**src/design/cordic_atan2_degrees_macros.svh**
```systemverilog
// assertion helpers shared by the design files
`ifndef CORDIC_ATAN2_DEGREES_MACROS_SVH
`define CORDIC_ATAN2_DEGREES_MACROS_SVH

// condition must hold at every edge outside reset
`define CAD_ASSERT_ALWAYS(label, clk, rst, cond) \
   label: assert property (@(posedge clk) disable iff (rst) (cond)) \
      else $error("cad invariant violated");

// antecedent at one edge implies consequent at the next edge
`define CAD_ASSERT_NEXT(label, clk, rst, ante, cons) \
   label: assert property (@(posedge clk) disable iff (rst) (ante) |=> (cons)) \
      else $error("cad next-cycle check failed");

`endif

```
**src/design/cad_pkg.sv**
```systemverilog
package cad_pkg;

   // signed working width of the vector components (covers cordic gain)
   localparam int XW = 24;
   // signed width of the angle accumulator, 11.16 degrees
   localparam int SW = 27;
   // width of the folded, non-negative angle
   localparam int FW = 25;

   localparam int IN_W  = 16;
   localparam int OUT_W = 16;

   localparam int ATAN_ENTRIES = 17;
   localparam int MAX_STEPS    = ATAN_ENTRIES - 1;

   localparam logic signed [SW-1:0] DEG_180 = SW'(180 * 65536);
   localparam logic signed [SW-1:0] DEG_360 = SW'(360 * 65536);

   // floor(v / 360) = floor((v >> 3) * DIV_MULT >> DIV_SHIFT) for v < 2^25
   localparam int DIV_SHIFT  = 28;
   localparam int DIV_IN_W   = FW - 3;
   localparam int DIV_MULT_W = 23;
   localparam logic [DIV_MULT_W-1:0] DIV_MULT = 23'd5965233;
   localparam int PROD_W = DIV_IN_W + DIV_MULT_W;

   localparam int QUEUE_DEPTH = 4;
   localparam int QPTR_W      = $clog2(QUEUE_DEPTH);
   localparam int QCNT_W      = QPTR_W + 1;

   localparam int CSR_ADDR_W = 3;
   localparam int CSR_IDX_W  = 1;
   localparam int CSR_DATA_W = 32;
   localparam logic [CSR_IDX_W-1:0] CSR_ANGLE_UNIT = 1'b0;

   typedef struct packed {
      logic signed [XW-1:0] x;
      logic signed [XW-1:0] y;
      logic signed [SW-1:0] sum;
      logic                 dneg;     // current rotation direction is negative
      logic                 negated;  // x was mirrored at the input
      logic                 unit;     // turn units instead of degrees
   } cad_item_type;

   // arctangent of 2^-(i-1) in 11.16 degrees, entry 0 is the 90 degree pre-rotation
   function automatic logic signed [SW-1:0] atan_deg(input int unsigned idx);
      logic signed [SW-1:0] r;
      case (idx)
         0:       r = 27'sh5A0000;
         1:       r = 27'sh2d0000;
         2:       r = 27'sh1a90a7;
         3:       r = 27'she0947;
         4:       r = 27'sh72001;
         5:       r = 27'sh3938b;
         6:       r = 27'sh1ca38;
         7:       r = 27'she52a;
         8:       r = 27'sh7297;
         9:       r = 27'sh394c;
         10:      r = 27'sh1ca5;
         11:      r = 27'she52;
         12:      r = 27'sh729;
         13:      r = 27'sh394;
         14:      r = 27'sh1ca;
         15:      r = 27'she5;
         16:      r = 27'sh72;
         default: r = '0;
      endcase
      return r;
   endfunction

   // one micro-rotation with shift s
   function automatic cad_item_type cad_step(input cad_item_type a, input int unsigned s,
                                            input logic signed [SW-1:0] ang);
      cad_item_type         r;
      logic signed [XW-1:0] xsh;
      logic signed [XW-1:0] ysh;
      xsh = $signed(a.x) >>> s;
      ysh = $signed(a.y) >>> s;
      r = a;
      if (a.dneg) begin
         r.x   = a.x + ysh;
         r.y   = a.y - xsh;
         r.sum = a.sum - ang;
      end else begin
         r.x   = a.x - ysh;
         r.y   = a.y + xsh;
         r.sum = a.sum + ang;
      end
      r.dneg = r.y[XW-1];
      return r;
   endfunction

endpackage

```
**src/design/cad_if.sv**
```systemverilog
interface cad_req_if;
   logic                             valid;
   logic                             ready;
   logic signed [cad_pkg::IN_W-1:0]  x_in;
   logic signed [cad_pkg::IN_W-1:0]  y_in;

   modport source (output valid, output x_in, output y_in, input ready);
   modport sink   (input valid, input x_in, input y_in, output ready);
endinterface

interface cad_rsp_if;
   logic                             valid;
   logic                             ready;
   logic [cad_pkg::OUT_W-1:0]        angle_out;

   modport source (output valid, output angle_out, input ready);
   modport sink   (input valid, input angle_out, output ready);
endinterface

```
**src/design/cad_front.sv**
```systemverilog
module cad_front (
   input  logic                              clock,
   input  logic                              reset,
   cad_req_if.sink                           req_bus,
   input  logic                              psel,
   input  logic                              penable,
   input  logic                              pwrite,
   input  logic [cad_pkg::CSR_ADDR_W-1:0]    paddr,
   input  logic [cad_pkg::CSR_DATA_W-1:0]    pwdata,
   output logic [cad_pkg::CSR_DATA_W-1:0]    prdata,
   input  logic                              q_full,
   output logic                              q_push,
   output cad_pkg::cad_item_type             q_item
);
   import cad_pkg::*;

   logic                 unit_ff, unit_in;
   logic                 vld_ff, vld_in;
   cad_item_type         item_ff, item_in;
   logic                 accept;
   logic                 csr_wr;
   logic signed [XW-1:0] xs;
   logic signed [XW-1:0] ys;
   logic signed [XW-1:0] ax;

   assign csr_wr = psel && penable && pwrite;

   always_comb begin
      unit_in = unit_ff;
      if (csr_wr && paddr[CSR_ADDR_W-1 -: CSR_IDX_W] == CSR_ANGLE_UNIT) begin
         unit_in = pwdata[0];
      end
   end

   always_comb begin
      prdata = '0;
      if (paddr[CSR_ADDR_W-1 -: CSR_IDX_W] == CSR_ANGLE_UNIT) begin
         prdata[0] = unit_ff;
      end
   end

   // one stage holds the classified item until the queue takes it
   assign q_push        = vld_ff && !q_full;
   assign req_bus.ready = !vld_ff || !q_full;
   assign accept        = req_bus.valid && req_bus.ready;
   assign q_item        = item_ff;

   always_comb begin
      vld_in = vld_ff;
      if (accept) begin
         vld_in = 1'b1;
      end else if (q_push) begin
         vld_in = 1'b0;
      end
   end

   // scale by 32, mirror x into the right half plane, pre-rotate by 90 degrees
   always_comb begin
      xs = {{(XW-IN_W-5){req_bus.x_in[IN_W-1]}}, req_bus.x_in, 5'b0};
      ys = {{(XW-IN_W-5){req_bus.y_in[IN_W-1]}}, req_bus.y_in, 5'b0};
      ax = req_bus.x_in[IN_W-1] ? -xs : xs;
      item_in.negated = req_bus.x_in[IN_W-1];
      item_in.dneg    = req_bus.y_in[IN_W-1];
      item_in.unit    = unit_ff;
      if (req_bus.y_in[IN_W-1]) begin
         item_in.x   = ys;
         item_in.y   = -ax;
         item_in.sum = -atan_deg(0);
      end else begin
         item_in.x   = -ys;
         item_in.y   = ax;
         item_in.sum = atan_deg(0);
      end
   end

   always_ff @(posedge clock) begin
      if (reset) begin
         unit_ff <= 1'b0;
         vld_ff  <= 1'b0;
      end else begin
         unit_ff <= unit_in;
         vld_ff  <= vld_in;
      end
   end

   always_ff @(posedge clock) begin
      if (accept) begin
         item_ff <= item_in;
      end
   end

endmodule

```
**src/design/cad_queue.sv**
```systemverilog
`include "cordic_atan2_degrees_macros.svh"

module cad_queue (
   input  logic                   clock,
   input  logic                   reset,
   input  logic                   push,
   input  cad_pkg::cad_item_type  push_item,
   output logic                   full,
   input  logic                   pop,
   output logic                   empty,
   output cad_pkg::cad_item_type  head_item
);
   import cad_pkg::*;

   cad_item_type      mem_ff [0:QUEUE_DEPTH-1];
   logic [QPTR_W-1:0] wr_ptr_ff, wr_ptr_in;
   logic [QPTR_W-1:0] rd_ptr_ff, rd_ptr_in;
   logic [QCNT_W-1:0] count_ff, count_in;

   assign full      = (count_ff == QCNT_W'(QUEUE_DEPTH));
   assign empty     = (count_ff == '0);
   assign head_item = mem_ff[rd_ptr_ff];

   always_comb begin
      wr_ptr_in = push ? wr_ptr_ff + 1'b1 : wr_ptr_ff;
      rd_ptr_in = pop  ? rd_ptr_ff + 1'b1 : rd_ptr_ff;
      count_in  = count_ff;
      if (push && !pop) begin
         count_in = count_ff + 1'b1;
      end else if (pop && !push) begin
         count_in = count_ff - 1'b1;
      end
   end

   always_ff @(posedge clock) begin
      if (reset) begin
         wr_ptr_ff <= '0;
         rd_ptr_ff <= '0;
         count_ff  <= '0;
      end else begin
         wr_ptr_ff <= wr_ptr_in;
         rd_ptr_ff <= rd_ptr_in;
         count_ff  <= count_in;
      end
   end

   always_ff @(posedge clock) begin
      if (push) begin
         mem_ff[wr_ptr_ff] <= push_item;
      end
   end

   `CAD_ASSERT_NEXT(a_count_up, clock, reset, push && !pop, count_ff == $past(count_ff) + 1'b1)
   `CAD_ASSERT_NEXT(a_count_down, clock, reset, pop && !push, count_ff == $past(count_ff) - 1'b1)
   `CAD_ASSERT_ALWAYS(a_ptr_gap, clock, reset, QPTR_W'(wr_ptr_ff - rd_ptr_ff) == count_ff[QPTR_W-1:0])

endmodule

```
**src/design/cad_back.sv**
```systemverilog
`include "cordic_atan2_degrees_macros.svh"

module cad_back #(
   parameter int ITERATIONS = 15
) (
   input  logic                   clock,
   input  logic                   reset,
   input  logic                   q_empty,
   input  cad_pkg::cad_item_type  q_head,
   output logic                   q_pop,
   cad_rsp_if.source              rsp_bus
);
   import cad_pkg::*;

   localparam int STEPS = (ITERATIONS > MAX_STEPS) ? MAX_STEPS : ITERATIONS;

   cad_item_type         pipe_ff [0:STEPS];
   cad_item_type         pipe_in [0:STEPS];
   logic [STEPS:0]       pvld_ff, pvld_in;

   logic [FW-1:0]        fold_ff, fold_in;
   logic                 fold_unit_ff;
   logic                 fold_vld_ff;
   logic signed [SW-1:0] half_turn;
   logic signed [SW-1:0] wrapped;

   logic [PROD_W-1:0]    prod_ff, prod_in;
   logic [8:0]           deg_ff;
   logic                 mul_unit_ff;
   logic                 mul_vld_ff;

   logic [OUT_W-1:0]     angle_ff, angle_in;
   logic                 out_vld_ff;
   logic                 enable;

   // whole pipe moves together, the result register decides
   assign enable = !out_vld_ff || rsp_bus.ready;
   assign q_pop  = enable && !q_empty;

   assign pipe_in[0] = q_head;
   assign pvld_in    = {pvld_ff[STEPS-1:0], q_pop};

   for (genvar k = 1; k <= STEPS; k++) begin : g_step
      assign pipe_in[k] = cad_step(pipe_ff[k-1], unsigned'(k - 1), atan_deg(unsigned'(k)));
   end

   // fold to 0..360, result may run slightly past 360
   always_comb begin
      half_turn = pipe_ff[STEPS].negated ? pipe_ff[STEPS].sum : DEG_180 - pipe_ff[STEPS].sum;
      wrapped   = half_turn[SW-1] ? half_turn + DEG_360 : half_turn;
      fold_in   = wrapped[FW-1:0];
   end

   assign prod_in  = PROD_W'(fold_ff[FW-1:3]) * PROD_W'(DIV_MULT);
   assign angle_in = mul_unit_ff ? prod_ff[DIV_SHIFT +: OUT_W] : OUT_W'(deg_ff);

   always_ff @(posedge clock) begin
      if (reset) begin
         pvld_ff     <= '0;
         fold_vld_ff <= 1'b0;
         mul_vld_ff  <= 1'b0;
         out_vld_ff  <= 1'b0;
      end else if (enable) begin
         pvld_ff     <= pvld_in;
         fold_vld_ff <= pvld_ff[STEPS];
         mul_vld_ff  <= fold_vld_ff;
         out_vld_ff  <= mul_vld_ff;
      end
   end

   always_ff @(posedge clock) begin
      if (enable) begin
         for (int k = 0; k <= STEPS; k++) begin
            pipe_ff[k] <= pipe_in[k];
         end
         fold_ff      <= fold_in;
         fold_unit_ff <= pipe_ff[STEPS].unit;
         prod_ff      <= prod_in;
         deg_ff       <= fold_ff[FW-1:16];
         mul_unit_ff  <= fold_unit_ff;
         angle_ff     <= angle_in;
      end
   end

   assign rsp_bus.valid     = out_vld_ff;
   assign rsp_bus.angle_out = angle_ff;

   `CAD_ASSERT_NEXT(a_stall_freezes, clock, reset, out_vld_ff && !rsp_bus.ready, $stable(pvld_ff))

endmodule

```
**src/design/cordic_atan2_degrees.sv**
```systemverilog
// channel   dir  fields                      transfer when
// req_bus   in   x_in s16, y_in s16 (6.10)   valid && ready
// rsp_bus   out  angle_out u16               valid && ready
// apb csr   in   angle_unit at byte 0        psel && penable && pwrite
//
// one vector per cycle while rsp_bus is ready; a vector passes through the
// input stage, queue, pipe entry, one stage per micro-rotation, fold,
// reciprocal multiply and result register
// reset is synchronous and clears angle_unit to degrees and empties the pipe
// a stalled result freezes the back pipe; the 4-entry queue and input stage
// keep taking vectors until they fill
module cordic_atan2_degrees #(
   parameter int ITERATIONS = 15
) (
   input  logic                              clock,
   input  logic                              reset,
   cad_req_if.sink                           req_bus,
   cad_rsp_if.source                         rsp_bus,
   input  logic                              psel,
   input  logic                              penable,
   input  logic                              pwrite,
   input  logic [cad_pkg::CSR_ADDR_W-1:0]    paddr,
   input  logic [cad_pkg::CSR_DATA_W-1:0]    pwdata,
   output logic [cad_pkg::CSR_DATA_W-1:0]    prdata,
   output logic                              pready
);
   import cad_pkg::*;

   logic         q_full;
   logic         q_push;
   logic         q_pop;
   logic         q_empty;
   cad_item_type q_item;
   cad_item_type q_head;

   assign pready = 1'b1;

   cad_front u_front (
      .clock   (clock),
      .reset   (reset),
      .req_bus (req_bus),
      .psel    (psel),
      .penable (penable),
      .pwrite  (pwrite),
      .paddr   (paddr),
      .pwdata  (pwdata),
      .prdata  (prdata),
      .q_full  (q_full),
      .q_push  (q_push),
      .q_item  (q_item)
   );

   cad_queue u_queue (
      .clock     (clock),
      .reset     (reset),
      .push      (q_push),
      .push_item (q_item),
      .full      (q_full),
      .pop       (q_pop),
      .empty     (q_empty),
      .head_item (q_head)
   );

   cad_back #(
      .ITERATIONS (ITERATIONS)
   ) u_back (
      .clock   (clock),
      .reset   (reset),
      .q_empty (q_empty),
      .q_head  (q_head),
      .q_pop   (q_pop),
      .rsp_bus (rsp_bus)
   );

endmodule
```
**src/flat_wrapper.sv**
```systemverilog
// flat-port wrapper written by rule: the top's interface ports become plain ports
module cordic_atan2_degrees_flat import cad_pkg::*;
#(
   parameter int ITERATIONS = 15
)
  (clock, reset, psel, penable, pwrite, paddr, pwdata, prdata, pready, req_bus_valid, req_bus_x_in, req_bus_y_in, req_bus_ready, rsp_bus_valid, rsp_bus_angle_out, rsp_bus_ready);
  cad_req_if req_bus_i ();
  cad_rsp_if rsp_bus_i ();
  input  logic clock;
  input  logic reset;
  input  logic psel;
  input  logic penable;
  input  logic pwrite;
  input  logic [cad_pkg::CSR_ADDR_W-1:0] paddr;
  input  logic [cad_pkg::CSR_DATA_W-1:0] pwdata;
  output logic [cad_pkg::CSR_DATA_W-1:0] prdata;
  output logic pready;
  input wire logic [$bits(req_bus_i.valid)-1:0] req_bus_valid;
  input wire logic [$bits(req_bus_i.x_in)-1:0] req_bus_x_in;
  input wire logic [$bits(req_bus_i.y_in)-1:0] req_bus_y_in;
  output wire logic [$bits(req_bus_i.ready)-1:0] req_bus_ready;
  output wire logic [$bits(rsp_bus_i.valid)-1:0] rsp_bus_valid;
  output wire logic [$bits(rsp_bus_i.angle_out)-1:0] rsp_bus_angle_out;
  input wire logic [$bits(rsp_bus_i.ready)-1:0] rsp_bus_ready;
  assign req_bus_i.valid = req_bus_valid;
  assign req_bus_i.x_in = req_bus_x_in;
  assign req_bus_i.y_in = req_bus_y_in;
  assign req_bus_ready = req_bus_i.ready;
  assign rsp_bus_valid = rsp_bus_i.valid;
  assign rsp_bus_angle_out = rsp_bus_i.angle_out;
  assign rsp_bus_i.ready = rsp_bus_ready;
  cordic_atan2_degrees #(.ITERATIONS(ITERATIONS)) u_core (.clock(clock), .reset(reset), .req_bus(req_bus_i), .rsp_bus(rsp_bus_i), .psel(psel), .penable(penable), .pwrite(pwrite), .paddr(paddr), .pwdata(pwdata), .prdata(prdata), .pready(pready));
endmodule
```
**config.mk**
```make
export PLATFORM = sky130hd
export DESIGN_NAME = cordic_atan2_degrees_flat
export DESIGN_NICKNAME = d
export VERILOG_FILES = /design/src/design/cad_pkg.sv /design/src/design/cad_if.sv /design/src/design/cad_front.sv /design/src/design/cad_queue.sv /design/src/design/cad_back.sv /design/src/design/cordic_atan2_degrees.sv /design/src/flat_wrapper.sv
export VERILOG_INCLUDE_DIRS = /design/src /design/src/design
export SDC_FILE = /design/constraint.sdc
export NUM_CORES = 2
export LEC_CHECK = 0
export BUFFER_PORTS_ARGS = -buffer_cell sky130_fd_sc_hd__buf_2
export CAP_MARGIN = 5
export CORE_ASPECT_RATIO = 1.75
export CORE_MARGIN = 3
export CORE_UTILIZATION = 30
export CTS_BUF_LIST = sky130_fd_sc_hd__clkbuf_16
export DETAILED_ROUTE_END_ITERATION = 8
export SETUP_SLACK_MARGIN = 0.5
export SLEW_MARGIN = 20
export SYNTH_ARGS = -nofsm -noshare
export SYNTH_HDL_FRONTEND = slang
export SYNTH_SLANG_ARGS = --single-unit
```
**constraint.sdc**
```tcl
create_clock -name clock -period 47.7 [get_ports clock]
set_input_delay 4.77 -clock clock [delete_from_list [all_inputs] [get_ports clock]]
set_output_delay 4.77 -clock clock [all_outputs]
set_load 0.05 [all_outputs]
```
## Word level (Yosys, flattened, before mapping)

Memories as Yosys holds them, arrays and structs flattened. A register that Yosys moved wholly into a read port is not among the register bits.
Cells that the tools add are included.

- Logic and storage cells: 176
- Memories kept: 2
- Flip-flop bits (word level): 202
- Input bits: 74
- Memory bits (writable): 1560

Memory list:

| memory | words | width | rd ports | clocked after memory_dff | wr ports | line | text |
|---|---|---|---|---|---|---|---|
| u_core.u_back.pipe_ff | 16 | 78 | 16 | 0 | 16 | cad_back.sv:17 | `cad_item_type pipe_ff [0:STEPS];` |
| u_core.u_queue.mem_ff | 4 | 78 | 1 | 1 | 1 | cad_queue.sv:15 | `cad_item_type mem_ff [0:QUEUE_DEPTH-1];` |

- Multiply operators: 1
- Reductions and logical operators: 19
- Bitwise logic cells: 1
- Equality and inequality tests: 1
- Add/subtract/negate cells: 98
- Muxes and demuxes: 31

Operators by type and width:

| operator | count |
|---|---|
| 75-bit 2-to-1 mux | 15 |
| 71-bit 2-to-1 mux | 1 |
| 24-bit by 10-bit adder with 24-bit output | 2 |
| 24-bit by 11-bit adder with 24-bit output | 2 |
| 24-bit by 12-bit adder with 24-bit output | 2 |
| 24-bit by 13-bit adder with 24-bit output | 2 |
| 24-bit by 14-bit adder with 24-bit output | 2 |
| 24-bit by 15-bit adder with 24-bit output | 2 |
| 24-bit by 16-bit adder with 24-bit output | 2 |
| 24-bit by 17-bit adder with 24-bit output | 2 |
| 24-bit by 18-bit adder with 24-bit output | 2 |
| 24-bit by 19-bit adder with 24-bit output | 2 |
| 24-bit by 20-bit adder with 24-bit output | 2 |
| 24-bit by 21-bit adder with 24-bit output | 2 |
| 24-bit by 22-bit adder with 24-bit output | 2 |
| 24-bit by 23-bit adder with 24-bit output | 2 |
| 21-bit negation with 24-bit output | 2 |
| 24-bit by 10-bit subtractor with 24-bit output | 2 |
| 24-bit by 11-bit subtractor with 24-bit output | 2 |
| 24-bit by 12-bit subtractor with 24-bit output | 2 |
| 24-bit by 13-bit subtractor with 24-bit output | 2 |
| 24-bit by 14-bit subtractor with 24-bit output | 2 |
| 24-bit by 15-bit subtractor with 24-bit output | 2 |
| 24-bit by 16-bit subtractor with 24-bit output | 2 |
| other kinds (60) | 91 |

## Longest topological paths before layout

- Depth after elaboration: 7
- Depth in mapped cells: 25
- Depth with buffers taken out: 25

## Cells and area by module

From an unflattened synthesis, not the netlist that was laid out.

- Cell total of the unflattened synthesis: 10433
- Area total of the unflattened synthesis: 111968.6 um^2

Modules (own cells, without submodules):

| module | cells an instance | instances | area each (um^2) |
|---|---|---|---|
| cad_back | 9656 | 1 | 97016.8 |
| cad_queue | 452 | 1 | 11702.5 |
| cad_front | 323 | 1 | 3238.1 |
| cordic_atan2_degrees | 2 | 1 | 11.3 |

## Least setup slack after synthesis

Ideal clock, no wire load.

- Path type: input port to flip-flop
- From: in rsp_bus_ready
- To: reg u_core.u_back.deg_ff[0], enable pin
- Stages: 3
- Library setup time: 1.865 ns
- Arrival time: 34.160 ns
- Path slack: 11.675 ns
- Cell sequence: nor2b_1 > clkinv_1 > clkbuf_1

- Longest elaborated chain between the ends: 1

Ends and longest elaborated chain:

| element | line | text |
|---|---|---|
| from (decl) | flat_wrapper.sv:24 | `input wire logic [$bits(rsp_bus_i.ready)-1:0] rsp_bus_ready;` |
| 1-bit logical OR | cad_back.sv:37 | `assign enable = !out_vld_ff \|\| rsp_bus.ready;` |
| net u_core.u_back.enable | cad_back.sv:34 | `logic enable;` |
| to (signal assigned) | cad_back.sv:79 | `deg_ff <= fold_ff[FW-1:16];` |
| to (decl) | cad_back.sv:28 | `logic [8:0] deg_ff;` |

The timed path passes the listed nets, and every way through them passes these cells.
A chain may end at the register's enable or synchronous reset.

## Final worst setup path

- From: in paddr[2] (netlist name)
- To: out prdata[0] (netlist name)

- Longest elaborated chain between the ends: 1

Ends and longest elaborated chain:

| element | line | text |
|---|---|---|
| from (decl) | flat_wrapper.sv:14 | `input logic [cad_pkg::CSR_ADDR_W-1:0] paddr;` |
| 1-bit 2-to-1 mux | cad_front.sv:37 | `if (paddr[CSR_ADDR_W-1 -: CSR_IDX_W] == CSR_ANGLE_UNIT) begin` |
| to (decl) | flat_wrapper.sv:16 | `output logic [cad_pkg::CSR_DATA_W-1:0] prdata;` |

Every way passes these cells.

==> results.yml <==
status:
  status: "finished clean"
setup_path:
  r2r_end: "u_core.u_back.prod_ff[43]"
  worst_setup_path_end_kind: "primary output"
  r2r_start: "u_core.u_back.fold_ff[23]"
  ff2ff_setup_slack_ns: 40.19
  cp-startpoint: "paddr[2]"
  crit_arrival_ns: 5.22
  critPathCapture: "prdata[0]"
  crit_type: "input pin to primary output"
  worst-r2r-cell-count: 21
  startpoint_type: "input pin"
  worst-path-max-fanout: 2
  crit_required_ns: 42.93
detailed_routing:
  num_vias: 67400
  post_drt_via_cell_ratio: 4.84
  first_pass_iters: 7
  wl_per_cell_um: 15.4
  drt_iter0_drc: 2479
  drc: 0
  drt_wl_total_mm: 215
  drtAntennaViolNets: 0
clocking:
  clkSinkCount: 1321
  clk_latency_ns: 0.83
  hold_buffers: 0
  path_clk_slew_ns: 0.05
  cts_setup_buffers: 0
  cts_buffer_depth: 4
  tritoncts: "done"
  root_buffer: "clkbuf_16"
  cts_max_level: 4
  numCtsBuffers: 159
  ctsResizeCount: 0
yosys:
  synth.distinct_cells: 97
  ys_async_sr_fraction_pct: 0
  ys.flop_type: "edfxtp_1"
  ys_seq_area_share_pct: 40.3
  avgSynthCellArea_um2: 10.5
  synth_edf_count: 1291
  syn_inst: 9336
  netlist_area_um2: 97600
  yosysWarnings: 0
  synth-seq-cells: 1321
global_route:
  grt-ovfl-total: 0
  antenna_found_initial: 2
  grt_pass1_wl_mm: 342
  grt_max_degree: 179
  grt.total_usage_pct: 12.6
  grt_pass1_vias: 69600
sta:
  min_period_over_period_pct: 21.0
  relSlewSlack_pct: 25.5
  timing.fmax_mhz: 100
  finalSetupViolations: 0
  tightestPinTransition_ns: 1.11
  finClkSkew_ns: 0.0597
  tns_ns: 0
  hold_violations: 0
  final_max_slew_viol_count: 0
  rsz0062_at_grt: "no"
  finalCriticalPeriod_ns: 9.99
  whs_ns: 0.380
floorplan:
  die_y_um: 761
  fp.dieW_um: 437
  initial_core_util_pct: 30.2
  num_io_pins: 125
  die_area_um2: 333000
  rows: 276
  coreArea_um2: 324000
placed_design:
  routabilityCongestion: 0.914
  io_buffers: 59
  dp.final_hpwl_mm: 172
  post-place-cells: 13600
cells_and_area:
  drive_gt1_share_pct: 5.43
  utilization_pct: 33.5
  final_nets: 10900
  fin_cells: 13900
  syn_to_final_growth_pct: 11.1
flow_run:
  drv_cap: 0
min_path:
  hold_class: "flop to flop"
==> cell families (layout without fill, tap and decap cells) <==
logic type	Yosys count	after routing	synth area share (%)
simple gates	2344	2344	11.4
other cells	2	34	0.00769
fa+ha+maj	1310	1310	18.0
compound gates	2250	2250	14.5
buf+inv	786	1039	3.14
flops	1321	1321	40.3
xor+xnor	1219	1219	10.9
mux	104	104	1.64
==> metal layers <==
layer  GRT usage, %  wire [µm]
met1           9.81      66200
met2           27.9     129000
met5              0          0
met3           1.45       4730
met4           7.78      14900
==> placed cells by master, fill, tap and decap left out, types with 59 or more instances in the layout <==
master,n
a211oi_1,66
a21o_1,256
a21oi_1,850
a31oi_1,78
and3_1,76
buf_2,59
buf_4,70
clkbuf_16,160
edfxtp_1,1291
fa_1,161
ha_1,1149
inv_1,657
nand2_1,434
nand2b_1,112
nand3_1,138
nor2_1,863
nor2b_1,113
nor3_1,264
nor4_1,59
o21a_1,160
o21ai_0,361
o21bai_1,100
xnor2_1,814
xor2_1,404
==> worst min-delay path by stage <==
stage	from	end	slack, ns	cells after the start
5_1_grt	u_core.u_back.pipe_ff[0][235]	u_core.u_back.pipe_ff[0][313]	0.39	0
2_1_floorplan	u_core.u_back.pipe_ff[1][546]	u_core.u_back.fold_unit_ff	0.40	0
3_5_place_dp	u_core.u_back.pipe_ff[0][156]	u_core.u_back.pipe_ff[0][234]	0.40	0
3_3_place_gp	u_core.u_back.pipe_ff[1][312]	u_core.u_back.pipe_ff[1][390]	0.40	0
4_1_cts	u_core.u_back.pipe_ff[0][235]	u_core.u_back.pipe_ff[0][313]	0.38	0
6_report	u_core.u_back.pipe_ff[0][235]	u_core.u_back.pipe_ff[0][313]	0.38	0
==> registers in the layout (all words and copies together), names as in the netlist, 2 cells and up, named ones only <==
signal / flops
u_core.u_back.deg_ff: 9
u_core.u_queue.wr_ptr_ff: 2
u_core.u_back.rsp_bus.angle_out: 16
u_core.u_back.pvld_ff: 16
u_core.u_back.prod_ff: 16
u_core.u_queue.rd_ptr_ff: 2
u_core.u_queue.mem_ff: 168
u_core.u_back.pipe_ff: 1016
u_core.u_front.q_item: 42
u_core.u_queue.count_ff: 3
u_core.u_back.fold_ff: 22
==> synth_stat cells, types with 37 or more instances <==
library cell | instances | area share, %
a211oi_1 | 66 | 0.51
a21o_1 | 256 | 2.0
a21oi_1 | 850 | 4.4
a31oi_1 | 79 | 0.51
and2_1 | 49 | 0.31
and3_1 | 76 | 0.49
clkbuf_1 | 100 | 0.38
edfxtp_1 | 1291 | 40
fa_1 | 161 | 3.3
ha_1 | 1149 | 15
inv_1 | 627 | 2.4
mux2i_1 | 37 | 0.38
mux4_2 | 42 | 0.97
nand2_1 | 434 | 1.7
nand2b_1 | 112 | 0.72
nand3_1 | 138 | 0.71
nor2_1 | 863 | 3.3
nor2b_1 | 113 | 0.72
nor3_1 | 264 | 1.4
nor4_1 | 63 | 0.40
o21a_1 | 160 | 1.2
o21ai_0 | 361 | 1.9
o21bai_1 | 100 | 0.77
o31ai_1 | 46 | 0.35
o41ai_1 | 55 | 0.49
or3_1 | 57 | 0.37
xnor2_1 | 814 | 7.3
xor2_1 | 404 | 3.6
==> stage by stage <==
stage | setup WS [ns] | instance area [µm²]
finish | 37.71 | 108000
floorplan | 11.67 | 97800
detailed placement | 37.47 | 103000
global placement | 37.55 | 103000
CTS | 37.70 | 108000
global route | 37.66 | 108000
==> layout make-up <==
type                       instances  area, µm²
fill                           32500     215000
multi-input combinational       7259      55400
sequential                      1321      39400
tap                             4309       5390
clock buffer                     160       4000
inverter                         630       2370
clock inverter                   118       1080
timing repair buffer             131        868
antenna                            2       5.00
==> critical path: stages <==
cell and delay, ns:
buf_2 0.10, nor2b_1 0.09, buf_2 0.26
Power is not shown: default switching activity piles up to over one toggle a cycle in this logic, so the estimate is an artifact.
